===== src/hdl/mlt_pkg.sv =====
// Package for the MAC learning table: payload structs, command codes,
// status codes and the controller/datapath interface structs.
// No dependencies.
package mlt_pkg;

    localparam int DEFAULT_ENTRIES = 64;
    localparam logic [15:0] MAX_AGE_RESET = 16'd300;

    localparam logic [2:0] CMD_LOOKUP = 3'd0;
    localparam logic [2:0] CMD_LEARN  = 3'd1;
    localparam logic [2:0] CMD_FLUSH  = 3'd2;
    localparam logic [2:0] CMD_SWEEP  = 3'd3;
    localparam logic [2:0] CMD_TICK   = 3'd4;

    localparam logic [1:0] ST_OK      = 2'd0;
    localparam logic [1:0] ST_INVALID = 2'd1;
    localparam logic [1:0] ST_FULL    = 2'd2;

    localparam logic [31:0] PORT_ALL = 32'hFFFF_FFFF;
    localparam logic [6:0]  REMOVED_MAX = 7'd127;

    // Byte address of the max_age register
    localparam logic [1:0] REG_MAX_AGE = 2'd0;

    typedef struct packed {
        logic [2:0]  command;
        logic [47:0] mac;
        logic [31:0] port;
    } req_t;

    typedef struct packed {
        logic        hit;
        logic [31:0] found_port;
        logic [31:0] learned_at;
        logic [1:0]  status;
        logic [6:0]  removed;
    } rsp_t;

    // Controller to datapath commands
    typedef struct packed {
        logic load;      // capture request, clear scan state
        logic step;      // examine the slot at the scan index
        logic finish;    // resolve the request and write back
        logic tick;      // advance seconds
    } dp_cmd_t;

    // Datapath to controller status
    typedef struct packed {
        logic last;      // scan index at final slot
        logic stop;      // learn/lookup found its match, scan can end
    } dp_sts_t;

endpackage


===== src/hdl/mlt_ctrl.sv =====
// Controller for the MAC learning table: handshake and scan sequencing.
// Depends on mlt_pkg.
module mlt_ctrl
(
    input  logic             clk,
    input  logic             rst_n,
    input  logic             in_valid,
    output logic             in_ready,
    input  logic [2:0]       in_command,
    output logic             out_valid,
    input  logic             out_ready,
    output mlt_pkg::dp_cmd_t cmd,
    input  mlt_pkg::dp_sts_t sts
);

    localparam logic [1:0] S_IDLE = 2'd0;
    localparam logic [1:0] S_SCAN = 2'd1;
    localparam logic [1:0] S_DONE = 2'd2;

    logic [1:0] state_reg, state_next;
    logic       ovalid_reg, ovalid_next;
    logic       accept;

    assign in_ready  = (state_reg == S_IDLE) && !ovalid_reg;
    assign accept    = in_valid && in_ready;
    assign out_valid = ovalid_reg;

    // Sequence: load, walk slots, resolve
    always_comb
    begin
        state_next  = state_reg;
        ovalid_next = ovalid_reg && !out_ready;
        cmd         = '0;
        unique case (state_reg)
            S_IDLE:
            begin
                if (accept)
                begin
                    cmd.load = 1'b1;
                    if (in_command == mlt_pkg::CMD_TICK)
                        cmd.tick = 1'b1;
                    state_next = S_SCAN;
                end
            end
            S_SCAN:
            begin
                cmd.step = 1'b1;
                if (sts.last || sts.stop)
                    state_next = S_DONE;
            end
            S_DONE:
            begin
                cmd.finish  = 1'b1;
                ovalid_next = 1'b1;
                state_next  = S_IDLE;
            end
            default:
                state_next = S_IDLE;
        endcase
    end

    always_ff @(posedge clk or negedge rst_n)
    begin
        if (!rst_n)
        begin
            state_reg  <= S_IDLE;
            ovalid_reg <= 1'b0;
        end
        else
        begin
            state_reg  <= state_next;
            ovalid_reg <= ovalid_next;
        end
    end

endmodule


===== config.mk =====
export PLATFORM = sky130hd
export DESIGN_NAME = mlt_ctrl
export DESIGN_NICKNAME = d
export VERILOG_FILES = /design/src/hdl/mlt_pkg.sv /design/src/hdl/mlt_ctrl.sv
export SDC_FILE = /design/constraint.sdc
export NUM_CORES = 1
export LEC_CHECK = 0
export BUFFER_PORTS_ARGS = -buffer_cell sky130_fd_sc_hd__buf_2
export CORE_AREA = 10 10 47 49
export DETAILED_ROUTE_END_ITERATION = 10
export DIE_AREA = 0 0 57 59
export PLACE_DENSITY = 0.42
export SYNTH_ARGS = -nofsm -noshare
export SYNTH_HDL_FRONTEND = slang
export SYNTH_SLANG_ARGS = --single-unit

===== constraint.sdc =====
create_clock -name clk -period 1.6 [get_ports clk]
set_input_delay 0.48 -clock clk [delete_from_list [all_inputs] [get_ports clk]]
set_output_delay 0.48 -clock clk [all_outputs]
set_load 0.02 [all_outputs]

## After elaboration in Yosys (flattened, before gate mapping)

Index checks and enable logic that the tools add are counted.

- Muxes and demuxes: 11
- Reductions and logical operators: 8
- Equal/unequal tests: 5

Operator list:

| operator | count |
|---|---|
| 1-bit two-way mux | 8 |
| 2-bit two-way mux | 2 |
| 2-bit != test, second input constant | 2 |
| 2-bit one-hot mux with 2 select lines | 1 |
| 3-bit equality test, second input constant | 1 |
| 1-bit logical AND | 3 |
| 2-bit by 1-bit equality test with 1-bit output, second input constant | 1 |
| 2-bit equality test, second input constant | 1 |
| 1-bit logical NOT | 2 |
| 2-bit logical NOT | 1 |
| 2-bit AND reduction | 1 |
| 1-bit logical OR | 1 |

- Output and inout bits: 6
- Flip-flop bits (word level): 3
- Input port bits: 9

## Longest topological paths before layout

- Word-level depth: 5
- Gate-level depth with buffers: 3

## Worst setup path before layout

Ideal clock, no wire load.

- Path kind: reg2out
- From: register ovalid_reg (netlist: out_valid)
- To: output port cmd[0] (netlist bit)
- Path buffers: 0
- Slack: -0.366 ns
- Cell stages (with the launch flop): 3
- Arrival: 1.486 ns
- Cells stage by stage: dfrtp_1 or4b_4 nor4b_2

RTL lines:

| item | RTL line | source |
|---|---|---|
| start, declared | mlt_ctrl.sv:21 | `logic ovalid_reg, ovalid_next;` |
| start signal, assigned | mlt_ctrl.sv:72 | `ovalid_reg <= ovalid_next;` |
| end, declared | mlt_ctrl.sv:12 | `output mlt_pkg::dp_cmd_t cmd,` |

==> flow_summary.ini <==
[timing]
fin_ws_ns = -0.428
slew_violations = 0
setup_viol = 5
hold_viol = 0
rsz0062_at_grt = true
slew_headroom_pct = 87.1
finalCritPeriodShare_pct = 127
layout_min_cycle_time_ns = 2.03
fmax_mhz = 493
worst_pin_slew_ns = 0.192
hold_slack_ns = 0.0381
fin_skew_ns = 0.000455
setup_tns_ns = -0.988

[drt]
drtIter0Drc = 1
wl_per_cell_um = 10.6
vias = 204
firstDrtPassIters = 2
drc = 0
antenna_left = 0
drt-total-wl_um = 583
drt-vias-per-instance = 3.71

[power_and_ir_drop]
power_density_nw_per_um2 = 1910
finalPower_mw = 0.699
p_comb_share_pct = 63.1
p_switching_mw = 0.256
seqPwrFrac_pct = 18.1
power.share.clock_pct = 18.8
peakVddDrop_mv = 0.521
power.leakage_nw = 0.210
internal-power_mw = 0.444
p_sw_share_pct = 36.6

[synthesis]
synth_top_family_by_area = simple AND/OR/NAND/NOR gates
ys_seq_area_share_pct = 45.1
ys_ff_latch = 3
syn_area_um2 = 166
synth_fa_ha_area_share_pct = 0
syn_inst = 16
syn_nets = 25
synthSimpleGateAreaFrac_pct = 34.6
yosysWarningCount = 0
syn_avg_cell_area_um2 = 10.4
synth_xor_area_share_pct = 0
muxShareOfSynthArea_pct = 0
ys_types = 11
synth-compound-area-share_pct = 9.02

[clock_tree]
root_buffer = clkbuf_4
cts-buffers-inserted = 3
cts_tree = built
cts_sinks = 3
clk_latency_ns = 0.23
cts_buffer_depth = 2
clkTransAtPathRegs_ns = 0.04
cts_max_level = 1
hold_buffers = 0

[finish]
largest_register_ffs = 2
multi_input_area_um2 = 86.3
drive_gt1_share_pct = 71.8
final_cell_mix = buf_2, buf_4, buf_6, inv_1, clkbuf_4
final_util_pct = 26.2
diodes = 0
nFillCells = 160
ff_latch_area_um2 = 76.3
finalNetCount = 49
area_delta_synth_final_pct = 120
final_common_cell = buf_2

[global_routing]
grt-ovfl-total = 0
grt_first_pass_wirelength_um = 938
grtUsageTotal_pct = 3.77
grt_max_degree = 4
grt_antenna_before_repair = 0
grt_pass1_vias = 234

[job]
maxCapViolCount = 0

[place]
numPortBuffers = 14
dp_hpwl_um = 478
post-place-ws_ns = -0.372
place.gp.congestion = 0.572

[setup_path]
crit_fanout = 2
critPathArrivalTime_ns = 1.55
critPathLaunchType = flip-flop
endpoint_kind = primary output
crit_required_ns = 1.12
worstSetupPathType = flip-flop to primary output

[outcome]
failed_checks = setup timing
status = finished with violations

[floorplan]
core.rowCount = 14
core-area_um2 = 1400
fp.dieH_um = 59
ios = 15
die_area_um2 = 3360
start_util_pct = 11.9
die_w_um = 57

[worst_hold_path]
hold_path_class = input port to async pin
## stage by stage
| stage | cell area (um^2) | cells |
|---|---|---|
| final | 367 | 55 |
| after global routing | 367 | 55 |
| after CTS | 342 | 54 |
| after detailed placement | 289 | 49 |
| after global placement | 289 | 49 |
| after floorplan | 176 | 16 |
## critical path: stages (launching register included)
cell     delay, ns
dfrtp_1       0.37
or4b_4        0.56
nor4b_4       0.21
buf_4         0.18
## path summary, 6_finish.rpt
path                              startpoint           end  slack (ns)  depth (start not counted)
worst max register to register  state_reg[1]  state_reg[0]        0.34                          5
worst max-delay path            state_reg[0]        cmd[0]       -0.43                          3
max in group asynchronous              rst_n     out_valid        1.44                          1
worst min register to register     out_valid     out_valid        0.61                          2
min in group clk                      sts[1]  state_reg[0]        0.44                          2
worst min-delay path                   rst_n  state_reg[1]        0.04                          1
## Yosys cell counts, drive strengths merged
cell type	number	area share, %
and2b	1	5.3
nor4b	1	9.0
buf	1	4.5
o31ai	1	4.5
a21o	1	4.5
inv	3	6.8
dfrtp	3	45
or2b	1	4.5
nor3	1	3.0
nor2	2	4.5
or4b	1	8.3
## power by group through the flow
stage               Sequential [mW]  Combinational [mW]  Clock [mW]
finish                        0.127               0.441       0.132
global route                  0.131               0.474       0.147
CTS                           0.127               0.391       0.140
detailed placement            0.126               0.334           0
global placement              0.126               0.336           0
floorplan                     0.143               0.181           0
## cell type report
cell class                      instances  share of cell area (%)
Clock buffer                            4                    7.17
Multi-Input combinational cell          9                    23.5
Tap cell                               16                    5.46
Timing Repair Buffer                   20                    39.9
Inverter                                3                    3.07
Sequential cell                         3                    20.8
## timing repair
item	in CTS	in global routing
gates resized for setup	6	5
setup endpoints to repair	3	5
setup buffers	1	1
pin swaps	2	1
## per-layer routing
metal | GRT usage, % | wire length (um) | part of all wire [%] | vias up
met5 | 0 | 0 | 0 | -
met4 | 5.03 | 0 | 0 | 0
met3 | 3.43 | 127 | 22 | 0
met2 | 4.03 | 210 | 36 | 14
met1 | 3.60 | 245 | 42 | 93
li1 | - | - | - | 97
## cells by family (layout without fill, tap and decap cells)
logic type / count (synthesis) / in the layout
AND/OR/NAND/NOR: 7 / 7
buffers and inverters: 4 / 27
flip-flops: 3 / 3
AO/OA/AOI/OAI: 2 / 2
No activity file was read; power rests on OpenSTA's default activity.
